File: src/sv/lift_can_frame_decoder_macros.svh
// ----------------------------------------------------------------------------
// lift can frame decoder assertion macros
// clocked assertion helpers, compiled out when NO_ASSERTIONS is defined
// ----------------------------------------------------------------------------
`ifndef LIFT_CAN_FRAME_DECODER_MACROS_SVH
`define LIFT_CAN_FRAME_DECODER_MACROS_SVH

`ifndef NO_ASSERTIONS

// assertion checked on every rising edge outside reset
`define LCFD_ASSERT(label, clk, rst_n, prop) \
    label: assert property (@(posedge clk) disable iff (!rst_n) prop) \
        else $error("lcfd assertion failed");

// assertion checked on every rising edge, reset included
`define LCFD_ASSERT_ALWAYS(label, clk, prop) \
    label: assert property (@(posedge clk) prop) \
        else $error("lcfd assertion failed");

`else

`define LCFD_ASSERT(label, clk, rst_n, prop)
`define LCFD_ASSERT_ALWAYS(label, clk, prop)

`endif

`endif

File: src/sv/lcfd_pkg.sv
// ----------------------------------------------------------------------------
// lcfd_pkg
// types, packet ids, symbol codes and helpers of the lift can frame decoder
// ----------------------------------------------------------------------------
package lcfd_pkg;

    // packet id bases, shifted by the station address
    localparam logic [10:0] ID_P1_BASE  = 11'h506;
    localparam logic [10:0] ID_P2_BASE  = 11'h408;
    localparam logic [10:0] ID_P3_BASE  = 11'h508;
    localparam logic [10:0] ID_P4_BASE  = 11'h50B;
    localparam logic [10:0] ID_P5_BASE  = 11'h606;

    // remote address announce / command pair
    localparam logic [10:0] ID_RA_MASK     = 11'h70F;
    localparam logic [10:0] ID_RA_ANNOUNCE = 11'h401;
    localparam logic [10:0] ID_RA_COMMAND  = 11'h50B;
    localparam logic [3:0]  RA_CMD_WRITE   = 4'd2;
    localparam logic [3:0]  RA_MIN_LEN     = 4'd4;
    localparam logic [4:0]  RA_NONE        = 5'd16;

    localparam logic [3:0]  FRAME_LEN_FULL = 4'd8;

    // symbol codes
    localparam logic [5:0]  SYM_SPACE   = 6'd16;
    localparam logic [5:0]  SYM_BIG_P   = 6'd17;
    localparam logic [5:0]  SYM_SMALL_P = 6'd19;
    localparam logic [5:0]  SYM_HYPHEN  = 6'd22;
    localparam logic [5:0]  SYM_TEN     = 6'd10;
    localparam logic [5:0]  SYM_COUNT   = 6'd38;
    localparam logic [5:0]  SYM_BLANK   = 6'd38;

    // floor numbers
    localparam logic [5:0]  FLOOR_UNKNOWN   = 6'd60;
    localparam logic [6:0]  FLOOR_LIMIT     = 7'd41;
    localparam logic [5:0]  FLOOR_BELOW     = 6'd40;
    localparam logic [5:0]  FLOOR_PARKING   = 6'd50;

    // mode nibble codes of packet one (byte 6 high nibble)
    localparam logic [3:0]  MODE_FIRE       = 4'h7;
    localparam logic [3:0]  MODE_MAINT_A    = 4'h3;
    localparam logic [3:0]  MODE_MAINT_B    = 4'h4;
    localparam logic [3:0]  MODE_MAINT_C    = 4'h5;
    localparam logic [3:0]  MODE_FIREMAN    = 4'hF;
    localparam logic [3:0]  MODE_LADING     = 4'h1;

    // arrow codes
    localparam logic [1:0]  ARROW_NONE = 2'd0;
    localparam logic [1:0]  ARROW_UP   = 2'd1;
    localparam logic [1:0]  ARROW_DOWN = 2'd2;

    typedef enum logic [1:0] {
        ST_DECODED   = 2'd0,
        ST_IGNORED   = 2'd1,
        ST_MALFORMED = 2'd2
    } t_status;

    typedef struct packed {
        logic [10:0] frame_id;
        logic [3:0]  frame_len;
        logic [7:0]  byte_0;
        logic [7:0]  byte_1;
        logic [7:0]  byte_2;
        logic [7:0]  byte_3;
        logic [7:0]  byte_4;
        logic [7:0]  byte_5;
        logic [7:0]  byte_6;
        logic [7:0]  byte_7;
    } t_item;

    typedef struct packed {
        logic [1:0]  arrow;
        logic        moving;
        logic [5:0]  stop_level;
        logic [3:0]  mode;
        logic [1:0]  overload;
        logic        seismic;
        logic        gong;
        logic [9:0]  lading;
        logic [5:0]  floor_value;
        logic [5:0]  pos_left;
        logic [5:0]  pos_right;
        logic [5:0]  next_left;
        logic [5:0]  next_right;
        logic [4:0]  announced;
    } t_state;

    typedef struct packed {
        logic [1:0]  status;
        logic [1:0]  direction;
        logic [7:0]  flags;
        logic [9:0]  lading_seconds;
        logic [5:0]  floor_number;
        logic [5:0]  position_left;
        logic [5:0]  position_right;
        logic [5:0]  next_left;
        logic [5:0]  next_right;
        logic        address_write_valid;
        logic [3:0]  address_write_value;
    } t_result;

    // left code zero is shown as a space
    function automatic logic [5:0] left_code(input logic [5:0] left);
        return (left == 6'd0) ? SYM_SPACE : left;
    endfunction

    // numeric floor from the two raw position symbols
    function automatic logic [5:0] derive_floor(input logic [5:0] left,
                                                input logic [5:0] right);
        logic [6:0] f;
        logic       r_digit;
        f       = 7'd0;
        r_digit = (right < SYM_TEN);
        if (((left < SYM_TEN) || (left == SYM_SPACE)) && r_digit) begin
            if (left == SYM_SPACE) begin
                f = {1'b0, right};
            end else begin
                f = {left[3:0], 3'b000} + {2'b00, left[3:0], 1'b0} + {1'b0, right};
            end
            return (f < FLOOR_LIMIT) ? f[5:0] : FLOOR_UNKNOWN;
        end
        if ((left == SYM_HYPHEN) && r_digit) begin
            return (right != 6'd0) ? (FLOOR_BELOW + right) : FLOOR_UNKNOWN;
        end
        if (((left == SYM_BIG_P) || (left == SYM_SMALL_P)) && r_digit) begin
            return FLOOR_PARKING + right;
        end
        return FLOOR_UNKNOWN;
    endfunction

endpackage

File: src/sv/lcfd_in_if.sv
// ----------------------------------------------------------------------------
// lcfd_in_if
// valid/ready channel carrying one can frame item
// ----------------------------------------------------------------------------
interface lcfd_in_if;
    logic        valid;
    logic        ready;
    logic [10:0] frame_id;
    logic [3:0]  frame_len;
    logic [7:0]  byte_0;
    logic [7:0]  byte_1;
    logic [7:0]  byte_2;
    logic [7:0]  byte_3;
    logic [7:0]  byte_4;
    logic [7:0]  byte_5;
    logic [7:0]  byte_6;
    logic [7:0]  byte_7;

    modport source (
        output valid, frame_id, frame_len,
               byte_0, byte_1, byte_2, byte_3, byte_4, byte_5, byte_6, byte_7,
        input  ready
    );

    modport sink (
        input  valid, frame_id, frame_len,
               byte_0, byte_1, byte_2, byte_3, byte_4, byte_5, byte_6, byte_7,
        output ready
    );
endinterface

File: src/sv/lcfd_out_if.sv
// ----------------------------------------------------------------------------
// lcfd_out_if
// valid/ready channel carrying one decoded indicator result item
// ----------------------------------------------------------------------------
interface lcfd_out_if;
    logic       valid;
    logic       ready;
    logic [1:0] status;
    logic [1:0] direction;
    logic [7:0] flags;
    logic [9:0] lading_seconds;
    logic [5:0] floor_number;
    logic [5:0] position_left;
    logic [5:0] position_right;
    logic [5:0] next_left;
    logic [5:0] next_right;
    logic       address_write_valid;
    logic [3:0] address_write_value;

    modport source (
        output valid, status, direction, flags, lading_seconds, floor_number,
               position_left, position_right, next_left, next_right,
               address_write_valid, address_write_value,
        input  ready
    );

    modport sink (
        input  valid, status, direction, flags, lading_seconds, floor_number,
               position_left, position_right, next_left, next_right,
               address_write_valid, address_write_value,
        output ready
    );
endinterface

File: src/sv/lift_can_frame_decoder.sv
// ----------------------------------------------------------------------------
// lift_can_frame_decoder
// decodes lift indicator can frames into the kept indicator state
// ----------------------------------------------------------------------------
// Accepts one can frame item per clock while the result side is not stalling
// and returns one result item per frame: the frame lands in an input register,
// is decoded against the station address in a single pass of shallow logic
// that also updates the indicator state, and the result waits in an output
// register. The input side keeps accepting while a result waits, as long as
// the input register is free or moving on. The station address register is
// meant to be written only while no item is in flight; the user must keep to
// this, as the block itself does not enforce it.
`include "lift_can_frame_decoder_macros.svh"

module lift_can_frame_decoder (
    input  logic       i_clk,
    input  logic       i_rst_n,
    input  logic       i_cfg_we,
    input  logic [3:0] i_cfg_wdata,
    lcfd_in_if.sink    i_in,
    lcfd_out_if.source o_out
);

    logic                 r_in_valid;
    lcfd_pkg::t_item      r_in;
    logic                 r_out_valid;
    lcfd_pkg::t_result    r_out;
    lcfd_pkg::t_state     r_state;
    logic [3:0]           r_station;

    lcfd_pkg::t_state     n_state;
    lcfd_pkg::t_result    w_res;
    lcfd_pkg::t_status    w_status;
    logic                 w_move;
    logic                 w_in_accept;

    // handshake control
    assign w_move      = r_in_valid && (!r_out_valid || o_out.ready);
    assign i_in.ready  = !r_in_valid || w_move;
    assign w_in_accept = i_in.valid && i_in.ready;

    // station address register
    always_ff @(posedge i_clk) begin
        if (!i_rst_n) begin
            r_station <= 4'd0;
        end else if (i_cfg_we) begin
            r_station <= i_cfg_wdata;
        end
    end

    // input register
    always_ff @(posedge i_clk) begin
        if (!i_rst_n) begin
            r_in_valid <= 1'b0;
        end else if (w_in_accept) begin
            r_in_valid <= 1'b1;
        end else if (w_move) begin
            r_in_valid <= 1'b0;
        end
    end

    always_ff @(posedge i_clk) begin
        if (w_in_accept) begin
            r_in <= '{frame_id:  i_in.frame_id,  frame_len: i_in.frame_len,
                      byte_0:    i_in.byte_0,    byte_1:    i_in.byte_1,
                      byte_2:    i_in.byte_2,    byte_3:    i_in.byte_3,
                      byte_4:    i_in.byte_4,    byte_5:    i_in.byte_5,
                      byte_6:    i_in.byte_6,    byte_7:    i_in.byte_7};
        end
    end

    // frame decode and next indicator state
    always_comb begin
        logic [10:0] g4;
        logic [10:0] g6;
        logic [10:0] id_ra;
        logic [3:0]  x;
        logic        hit1;
        logic        hit2;
        logic        hit3;
        logic        hit4;
        logic        hit5;
        logic [5:0]  left;
        logic [5:0]  right;
        logic        wr_valid;
        logic [3:0]  wr_value;

        n_state  = r_state;
        w_status = lcfd_pkg::ST_DECODED;
        wr_valid = 1'b0;
        wr_value = 4'd0;
        x        = r_in.frame_id[7:4];
        id_ra    = r_in.frame_id & lcfd_pkg::ID_RA_MASK;
        g4       = {3'b000, r_station, 4'b0000};
        g6       = {1'b0, r_station, 6'b000000};
        hit1     = (r_in.frame_id == (lcfd_pkg::ID_P1_BASE | g4));
        hit2     = (r_in.frame_id == (lcfd_pkg::ID_P2_BASE | g4));
        hit3     = (r_in.frame_id == (lcfd_pkg::ID_P3_BASE | g4));
        hit4     = (r_in.frame_id == (lcfd_pkg::ID_P4_BASE | g4));
        hit5     = (r_in.frame_id == (lcfd_pkg::ID_P5_BASE | g6));
        left     = 6'd0;
        right    = 6'd0;

        // remote address announce / write command, on every frame
        if (id_ra == lcfd_pkg::ID_RA_ANNOUNCE) begin
            n_state.announced = {1'b0, x};
        end else if ((id_ra == lcfd_pkg::ID_RA_COMMAND) &&
                     (r_in.frame_len >= lcfd_pkg::RA_MIN_LEN)) begin
            if ((r_in.byte_3[7:4] == lcfd_pkg::RA_CMD_WRITE) &&
                ({1'b0, x} == r_state.announced)) begin
                wr_valid = 1'b1;
                wr_value = x;
            end
        end

        // indicator packets
        priority if (!(hit1 || hit2 || hit3 || hit4 || hit5)) begin
            w_status = lcfd_pkg::ST_IGNORED;
        end else if (r_in.frame_len != lcfd_pkg::FRAME_LEN_FULL) begin
            w_status = lcfd_pkg::ST_MALFORMED;
        end else if (hit1) begin
            n_state.arrow      = r_in.byte_6[1:0];
            n_state.moving     = |r_in.byte_6[3:2];
            n_state.stop_level = r_in.byte_3[5:0];
            if (r_in.byte_6[1:0] == lcfd_pkg::ARROW_NONE) begin
                n_state.next_left  = lcfd_pkg::SYM_BLANK;
                n_state.next_right = lcfd_pkg::SYM_BLANK;
            end
            unique case (r_in.byte_6[7:4])
                lcfd_pkg::MODE_FIRE:    n_state.mode = 4'b0001;
                lcfd_pkg::MODE_MAINT_A,
                lcfd_pkg::MODE_MAINT_B,
                lcfd_pkg::MODE_MAINT_C: n_state.mode = 4'b0010;
                lcfd_pkg::MODE_FIREMAN: n_state.mode = 4'b0100;
                lcfd_pkg::MODE_LADING:  n_state.mode = 4'b1000;
                default:                n_state.mode = 4'b0000;
            endcase
        end else if (hit2) begin
            n_state.overload[0] = r_in.byte_7[6];
        end else if (hit3) begin
            left  = r_in.byte_5[5:0];
            right = r_in.byte_6[5:0];
            if ((left >= lcfd_pkg::SYM_COUNT) || (right >= lcfd_pkg::SYM_COUNT)) begin
                w_status = lcfd_pkg::ST_MALFORMED;
            end else begin
                n_state.pos_left    = lcfd_pkg::left_code(left);
                n_state.pos_right   = right;
                n_state.floor_value = lcfd_pkg::derive_floor(left, right);
                n_state.gong        = !r_in.byte_3[6];
                n_state.lading      = ({r_in.byte_3[3:0], 6'b000000}
                                       - {4'b0000, r_in.byte_3[3:0], 2'b00})
                                      + {4'b0000, r_in.byte_2[5:0]};
            end
        end else if (hit4) begin
            n_state.overload[1] = r_in.byte_5[6];
            n_state.seismic     = r_in.byte_0[7];
        end else begin
            // next floor only trusted while moving toward another level
            if (((r_state.arrow == lcfd_pkg::ARROW_UP) ||
                 (r_state.arrow == lcfd_pkg::ARROW_DOWN)) &&
                (r_in.byte_0 != {2'b00, r_state.stop_level})) begin
                left  = r_in.byte_3[5:0];
                right = r_in.byte_4[5:0];
                if ((left >= lcfd_pkg::SYM_COUNT) ||
                    (right >= lcfd_pkg::SYM_COUNT)) begin
                    w_status = lcfd_pkg::ST_MALFORMED;
                end else begin
                    n_state.next_left  = lcfd_pkg::left_code(left);
                    n_state.next_right = right;
                end
            end else begin
                n_state.next_left  = lcfd_pkg::SYM_BLANK;
                n_state.next_right = lcfd_pkg::SYM_BLANK;
            end
        end

        // result item from the updated state
        w_res.status              = w_status;
        w_res.direction           = n_state.arrow;
        w_res.flags               = {n_state.gong, n_state.seismic, |n_state.overload,
                                     n_state.mode[3] || (n_state.lading != 10'd0),
                                     n_state.mode[2], n_state.mode[1], n_state.mode[0],
                                     n_state.moving};
        w_res.lading_seconds      = n_state.lading;
        w_res.floor_number        = n_state.floor_value;
        w_res.position_left       = n_state.pos_left;
        w_res.position_right      = n_state.pos_right;
        w_res.next_left           = n_state.next_left;
        w_res.next_right          = n_state.next_right;
        w_res.address_write_valid = wr_valid;
        w_res.address_write_value = wr_value;
    end

    // indicator state
    always_ff @(posedge i_clk) begin
        if (!i_rst_n) begin
            r_state <= '{arrow:       lcfd_pkg::ARROW_NONE,
                         moving:      1'b0,
                         stop_level:  6'd0,
                         mode:        4'd0,
                         overload:    2'd0,
                         seismic:     1'b0,
                         gong:        1'b0,
                         lading:      10'd0,
                         floor_value: lcfd_pkg::FLOOR_UNKNOWN,
                         pos_left:    lcfd_pkg::SYM_BLANK,
                         pos_right:   lcfd_pkg::SYM_BLANK,
                         next_left:   lcfd_pkg::SYM_BLANK,
                         next_right:  lcfd_pkg::SYM_BLANK,
                         announced:   lcfd_pkg::RA_NONE};
        end else if (w_move) begin
            r_state <= n_state;
        end
    end

    // result register
    always_ff @(posedge i_clk) begin
        if (!i_rst_n) begin
            r_out_valid <= 1'b0;
        end else if (w_move) begin
            r_out_valid <= 1'b1;
        end else if (o_out.ready) begin
            r_out_valid <= 1'b0;
        end
    end

    always_ff @(posedge i_clk) begin
        if (w_move) begin
            r_out <= w_res;
        end
    end

    // output channel
    assign o_out.valid               = r_out_valid;
    assign o_out.status              = r_out.status;
    assign o_out.direction           = r_out.direction;
    assign o_out.flags               = r_out.flags;
    assign o_out.lading_seconds      = r_out.lading_seconds;
    assign o_out.floor_number        = r_out.floor_number;
    assign o_out.position_left       = r_out.position_left;
    assign o_out.position_right      = r_out.position_right;
    assign o_out.next_left           = r_out.next_left;
    assign o_out.next_right          = r_out.next_right;
    assign o_out.address_write_valid = r_out.address_write_valid;
    assign o_out.address_write_value = r_out.address_write_value;

    // an ignored frame other than an address announce leaves the indicator state untouched
    `LCFD_ASSERT(a_ignored_keeps_state, i_clk, i_rst_n, (w_move && (w_status == lcfd_pkg::ST_IGNORED) && (r_in.frame_id & lcfd_pkg::ID_RA_MASK) != lcfd_pkg::ID_RA_ANNOUNCE) |=> (r_state == $past(r_state)))

    // an address write needs a pending announce
    `LCFD_ASSERT(a_write_needs_announce, i_clk, i_rst_n, (w_move && w_res.address_write_valid) |-> !r_state.announced[4])

    // shown floor, left position symbol and right next-floor symbol stay in their tables
    `LCFD_ASSERT(a_codes_in_range, i_clk, i_rst_n, o_out.valid |-> ((o_out.floor_number <= lcfd_pkg::FLOOR_UNKNOWN) && (o_out.position_left <= lcfd_pkg::SYM_BLANK) && (o_out.next_right <= lcfd_pkg::SYM_BLANK)))

    // a held input item is never overwritten
    `LCFD_ASSERT(a_no_overrun, i_clk, i_rst_n, (r_in_valid && !w_move) |-> !i_in.ready)

endmodule

File: src/flat_wrapper.sv
// flat-port wrapper written by rule: the top's interface ports become plain ports
module lift_can_frame_decoder_flat 
  (i_clk, i_rst_n, i_cfg_we, i_cfg_wdata, i_in_valid, i_in_frame_id, i_in_frame_len, i_in_byte_0, i_in_byte_1, i_in_byte_2, i_in_byte_3, i_in_byte_4, i_in_byte_5, i_in_byte_6, i_in_byte_7, i_in_ready, o_out_valid, o_out_status, o_out_direction, o_out_flags, o_out_lading_seconds, o_out_floor_number, o_out_position_left, o_out_position_right, o_out_next_left, o_out_next_right, o_out_address_write_valid, o_out_address_write_value, o_out_ready);
  lcfd_in_if i_in_i ();
  lcfd_out_if o_out_i ();
  input  logic i_clk;
  input  logic i_rst_n;
  input  logic i_cfg_we;
  input  logic [3:0] i_cfg_wdata;
  input wire logic [$bits(i_in_i.valid)-1:0] i_in_valid;
  input wire logic [$bits(i_in_i.frame_id)-1:0] i_in_frame_id;
  input wire logic [$bits(i_in_i.frame_len)-1:0] i_in_frame_len;
  input wire logic [$bits(i_in_i.byte_0)-1:0] i_in_byte_0;
  input wire logic [$bits(i_in_i.byte_1)-1:0] i_in_byte_1;
  input wire logic [$bits(i_in_i.byte_2)-1:0] i_in_byte_2;
  input wire logic [$bits(i_in_i.byte_3)-1:0] i_in_byte_3;
  input wire logic [$bits(i_in_i.byte_4)-1:0] i_in_byte_4;
  input wire logic [$bits(i_in_i.byte_5)-1:0] i_in_byte_5;
  input wire logic [$bits(i_in_i.byte_6)-1:0] i_in_byte_6;
  input wire logic [$bits(i_in_i.byte_7)-1:0] i_in_byte_7;
  output wire logic [$bits(i_in_i.ready)-1:0] i_in_ready;
  output wire logic [$bits(o_out_i.valid)-1:0] o_out_valid;
  output wire logic [$bits(o_out_i.status)-1:0] o_out_status;
  output wire logic [$bits(o_out_i.direction)-1:0] o_out_direction;
  output wire logic [$bits(o_out_i.flags)-1:0] o_out_flags;
  output wire logic [$bits(o_out_i.lading_seconds)-1:0] o_out_lading_seconds;
  output wire logic [$bits(o_out_i.floor_number)-1:0] o_out_floor_number;
  output wire logic [$bits(o_out_i.position_left)-1:0] o_out_position_left;
  output wire logic [$bits(o_out_i.position_right)-1:0] o_out_position_right;
  output wire logic [$bits(o_out_i.next_left)-1:0] o_out_next_left;
  output wire logic [$bits(o_out_i.next_right)-1:0] o_out_next_right;
  output wire logic [$bits(o_out_i.address_write_valid)-1:0] o_out_address_write_valid;
  output wire logic [$bits(o_out_i.address_write_value)-1:0] o_out_address_write_value;
  input wire logic [$bits(o_out_i.ready)-1:0] o_out_ready;
  assign i_in_i.valid = i_in_valid;
  assign i_in_i.frame_id = i_in_frame_id;
  assign i_in_i.frame_len = i_in_frame_len;
  assign i_in_i.byte_0 = i_in_byte_0;
  assign i_in_i.byte_1 = i_in_byte_1;
  assign i_in_i.byte_2 = i_in_byte_2;
  assign i_in_i.byte_3 = i_in_byte_3;
  assign i_in_i.byte_4 = i_in_byte_4;
  assign i_in_i.byte_5 = i_in_byte_5;
  assign i_in_i.byte_6 = i_in_byte_6;
  assign i_in_i.byte_7 = i_in_byte_7;
  assign i_in_ready = i_in_i.ready;
  assign o_out_valid = o_out_i.valid;
  assign o_out_status = o_out_i.status;
  assign o_out_direction = o_out_i.direction;
  assign o_out_flags = o_out_i.flags;
  assign o_out_lading_seconds = o_out_i.lading_seconds;
  assign o_out_floor_number = o_out_i.floor_number;
  assign o_out_position_left = o_out_i.position_left;
  assign o_out_position_right = o_out_i.position_right;
  assign o_out_next_left = o_out_i.next_left;
  assign o_out_next_right = o_out_i.next_right;
  assign o_out_address_write_valid = o_out_i.address_write_valid;
  assign o_out_address_write_value = o_out_i.address_write_value;
  assign o_out_i.ready = o_out_ready;
  lift_can_frame_decoder u_core (.i_clk(i_clk), .i_rst_n(i_rst_n), .i_cfg_we(i_cfg_we), .i_cfg_wdata(i_cfg_wdata), .i_in(i_in_i), .o_out(o_out_i));
endmodule
File: config.mk
export PLATFORM = sky130hd
export DESIGN_NAME = lift_can_frame_decoder_flat
export DESIGN_NICKNAME = d
export VERILOG_FILES = /design/src/sv/lcfd_pkg.sv /design/src/sv/lcfd_in_if.sv /design/src/sv/lcfd_out_if.sv /design/src/sv/lift_can_frame_decoder.sv /design/src/flat_wrapper.sv
export VERILOG_INCLUDE_DIRS = /design/src /design/src/sv
export SDC_FILE = /design/constraint.sdc
export NUM_CORES = 1
export LEC_CHECK = 0
export BUFFER_PORTS_ARGS = -buffer_cell sky130_fd_sc_hd__buf_2
export CORE_MARGIN = 5
export CORE_UTILIZATION = 23
export DETAILED_ROUTE_END_ITERATION = 8
export GPL_TIMING_DRIVEN = 0
export PLACE_DENSITY = 0.37
export SETUP_SLACK_MARGIN = 0.3
export SLEW_MARGIN = 40
export SYNTH_ARGS = -nofsm -noshare
export SYNTH_HDL_FRONTEND = slang
export SYNTH_SLANG_ARGS = --single-unit
File: constraint.sdc
create_clock -name i_clk -period 4.4 [get_ports i_clk]
set_clock_uncertainty 0.05 [all_clocks]
set_input_delay 0.88 -clock i_clk [delete_from_list [all_inputs] [get_ports i_clk]]
set_output_delay 0.88 -clock i_clk [all_outputs]
set_load 0.02 [all_outputs]
**After elaboration in Yosys (flattened, before gate mapping)**

Index checks and enable logic that the tools add are counted.

- Register bits after elaboration: 190
- Input port bits: 88
- Output and inout port bits: 59
- Word-level logic and storage cells: 189

- Add/sub/neg operators: 6
- Order comparisons: 8
- Equality and inequality tests: 23
- Multiplexer cells: 75
- Bitwise operators: 3
- Reductions and logical operators: 37

Operators with widths:

| kind | count |
|---|---|
| two-way mux 57 bit | 2 |
| two-way mux 12 bit | 6 |
| two-way mux 6 bit | 10 |
| two-way mux 29 bit | 2 |
| two-way mux 7 bit | 8 |
| equality test 11 bit | 5 |
| two-way mux 42 bit | 1 |
| two-way mux 1 bit | 35 |
| two-way mux 32 bit | 1 |
| equality test 6 x 5 -> 1 bit, second input constant | 4 |
| >= comparator 6 bit, second input constant | 4 |
| two-way mux 2 bit | 8 |
| one-hot mux 4 bit (4 select lines) | 1 |
| equality test 7 bit, second input constant | 2 |
| two-way mux 13 bit | 1 |
| adder 6 bit, first input constant | 2 |
| equality test 4 x 3 -> 1 bit, second input constant | 3 |
| zero test 6 bit | 2 |
| logical OR 1 bit | 12 |
| less-than comparator 6 x 4 -> 1 bit, second input constant | 2 |
| adder 10 x 6 -> 10 bit | 1 |
| nonzero test 10 bit | 1 |
| subtractor 10 x 6 -> 10 bit | 1 |
| equality test 4 x 2 -> 1 bit, second input constant | 2 |
| 21 further kinds | 36 |

**Logic depth before layout (Yosys ltp)**

- Depth after elaboration: 36
- Gate-level depth with buffers: 11
- Mapped depth without buffers: 10

**Worst setup path before layout**

OpenSTA, ideal clock, no wires.

- Path type: input-to-reg
- Start: input port o_out_ready
- End: register u_core.r_state[0] in the netlist's numbering
- Setup time: 0.128 ns
- Arrival: 3.380 ns
- Required time: 4.222 ns
- Setup slack: 0.843 ns
- Stages: 6
- Buffers on the path: 0
- Cell sequence: nand2b_1 nand2_1 clkinv_1 nand4_1 mux2i_1 nor2_1

- Word-level cells in the longest chain between the ends: 3

RTL lines:

| what | RTL line | text |
|---|---|---|
| start, declared | flat_wrapper.sv:34 | `input wire logic [$bits(o_out_i.ready)-1:0] o_out_ready;` |
| logical OR 1 bit | lift_can_frame_decoder.sv:38 | `assign w_move = r_in_valid && (!r_out_valid \|\| o_out.ready);` |
| logical AND 1 bit | lift_can_frame_decoder.sv:38 |  |
| net u_core.w_move | lift_can_frame_decoder.sv:34 | `logic w_move;` |
| AND reduction 2 bit (no line) | n/a |  |
| end signal, assigned | lift_can_frame_decoder.sv:197 | `r_state <= '{arrow: lcfd_pkg::ARROW_NONE,` |
| end signal, assigned | lift_can_frame_decoder.sv:212 | `r_state <= n_state;` |
| end, declared | lift_can_frame_decoder.sv:28 | `lcfd_pkg::t_state r_state;` |

The timed path passes the listed nets, and every way through them passes these cells.
A chain may end at the register's enable or synchronous reset.

==> flow_summary.toml <==
[cells_and_area]
finalNetCount = 1013
final_common_cell = "buf_2"
area_delta_synth_final_pct = 22.64
final_cell_mix = "buf_2, edfxtp_1, nand2_1"
final_cells = 1387
nFillCells = 3792
diodes = 0
drive_gt1_frac = 0.2209

[floorplan]
row_count = 70
initial_utilization = 0.2308
die-area_um2 = 40390
ios = 147
core_um2 = 36350
chipWidth_um = 201.0
die_h_um = 201.0

[synthesis]
synthesis.area_um2 = 8388
netlist.area_leader.share = 0.4153
ys_ff_latch = 184
synth_cell_types = 69
synth_area_leaders = "edfxtp_1, dfxtp_1, nand2_1"
ys_seq_area_frac = 0.5776
syn-mean-instance-area_um2 = 11.05
syn-num-nets = 866
synthFlopType = "edfxtp_1"
synth_edf_count = 116
synth_top_cell_by_area = "edfxtp_1"
yosys_warnings = 0
async_reset_ff_frac = 0
syn_inst = 759

[detailed_routing]
drt_first_pass_iters = 5
detail_route.wl_per_cell_um = 18.71
num_vias = 6339
drt_iter0_drc = 435
antenna_left = 0
wirelength_um = 25950
via_per_inst = 4.570
drc = 0

[sta]
slew_headroom = 0.4293
drv_slew = 0
post-route-period-util = 0.8379
setup_viol = 0
worst_pin_slew_ns = 0.8496
fin_crit_ns = 3.687
max_freq_mhz = 271.2
rsz0062_at_grt = "false"
hold_viol = 0

[critical_path]
worst-setup-path-type = "reg2reg"
end_kind = "flop"
crit_path_start_kind = "flop"
cpPeakStageDelay_ns = 0.59
cp.arrival_ns = 3.82
critical_path.slowest_cell = "fa_1"
crit_required_ns = 4.53
worstPathMaxFanout = 8
critPathBufInv = 2
cp_top_family = "compound AO/OA/AOI/OAI gates"
crit_chain = "inv_1 > fa_1 > inv_1 > fa_1 > o31ai_1 > a2111o_1 > a21boi_0 > a211o_1 > o21ai_0"

[global_route]
track_usage = 0.1278
grt_overflow = 0
grt_pass1_vias = 6295
grt_pass1_wl_um = 39650
grt_antenna_before_repair = 0
grt_max_degree = 42

[clock_network]
hold_buffers = 0
cts_tree = "done"
post_cts_buffers = 0
numCtsBuffers = 17
clockBufferDepth = 2
cts_sinks = 184
clock_latency_ns = 0.45
cts_htree_levels = 4
cts_root_buf = "clkbuf_16"
path_clk_slew_ns = 0.08
ctsResizeCount = 0

[pwr]
powerDensity_nw_per_um2 = 369.5
ir_worst_vdd_uv = 274.4
cellLeakagePower_uw = 0.003667
p_total_uw = 3801

[flow_run]
maxCapViolations = 0

[place]
port_buffers = 124
dpl.cell_count = 1355
finalWeightedCongestion = 0.8020
hpwl_um = 19260

[hold_path]
hp-class = "reg2reg"

[run_status]
outcome = "finished, final reports clean"
metrics by stage:
stage	worst slack, ns	setup TNS, ns	area, um2	util	hold slack, ns
final	0.7130	0	10290	0.2830	0.4076
after detailed placement	0.7197	0	9704	0.2670	0.3962
after CTS	0.6838	0	10290	0.2830	0.4075
after floorplan	0.8425	0	8388	-	0.3729
after global placement	-1.093	-34.38	9594	0.2640	0.3877
after global routing	0.5224	0	10290	0.2830	0.4217
per-layer routing:
metal	vias up	wire [um]	global-route usage
li1	3103	-	-
met1	3059	12350	0.1748
met2	155	12340	0.2080
met3	22	978	0.02666
met4	0	287	0.03097
met5	-	0	0
cells by family after synthesis:
| family | share of synthesized area |
|---|---|
| AO/OA/AOI/OAI | 0.1496 |
| XOR/XNOR | 0.02715 |
| adder cells (fa/ha/maj) | 0.03103 |
| buffers and inverters | 0.02401 |
| flip-flops | 0.5776 |
| multiplexers | 0.03311 |
| AND/OR/NAND/NOR | 0.1575 |
Yosys cell counts, drive strengths merged (14+ instances only):
cell    number
a211oi      15
a21oi       66
clkbuf      22
dfxtp       68
edfxtp     116
ha          16
inv         15
mux2        14
nand2      102
nand3       24
nor2        53
nor3        18
o21ai       44
xnor2       17
path summary, 6_finish.rpt:
kind,cells after the start,slack (ns),start,endpoint
min reg2reg,2,0.41,u_core.r_state[52]$_SDFFE_PN0P_,u_core.r_state[52]$_SDFFE_PN0P_
max,9,0.71,u_core.r_in[11]$_DFFE_PP_,u_core.o_out.floor_number[0]$_DFFE_PP_
min,2,0.41,u_core.r_state[52]$_SDFFE_PN0P_,u_core.r_state[52]$_SDFFE_PN0P_
max reg2reg,9,0.71,u_core.r_in[11]$_DFFE_PP_,u_core.o_out.floor_number[0]$_DFFE_PP_
flip-flops by register name, indices dropped and copies added (netlist names), 6 cells and up:
signal                       cells
u_core.o_out.lading_seconds     10
u_core.o_out.next_left           6
u_core.o_out.flags               8
u_core.r_state                  62
u_core.o_out.position_left       6
u_core.r_in                     59
u_core.o_out.position_right      6
u_core.o_out.next_right          6
u_core.o_out.floor_number        6
tightest hold or removal path: cells and delay by family, from the launching register on:
kind	cells	cell delay [ns]
AND/OR/NAND/NOR	1	0.05
flip-flops	1	0.32
AO/OA/AOI/OAI	1	0.05
report_power, final:
part / leakage (uW) / total, uW / switching, uW / internal (uW)
Sequential: 0.00159 / 1930 / 46.4 / 1890
Clock: 0.000287 / 1550 / 788 / 760
Combinational: 0.00179 / 319 / 200 / 119
Total: 0.00367 / 3800 / 1030 / 2770
area by class of cell:
class                      instances  area [um2]  share of cell area
buffer                            31       141.4             0.01374
sequential                       184        4845              0.4709
inverter                          16       65.06            0.006324
clock inverter                    15       157.7             0.01532
clock buffer                      17       425.4             0.04135
multi-input combinational        528        3374              0.3280
tap                              468       585.6             0.05692
timing repair buffer             128       693.2             0.06738
No activity file was read; power rests on OpenSTA's default activity.
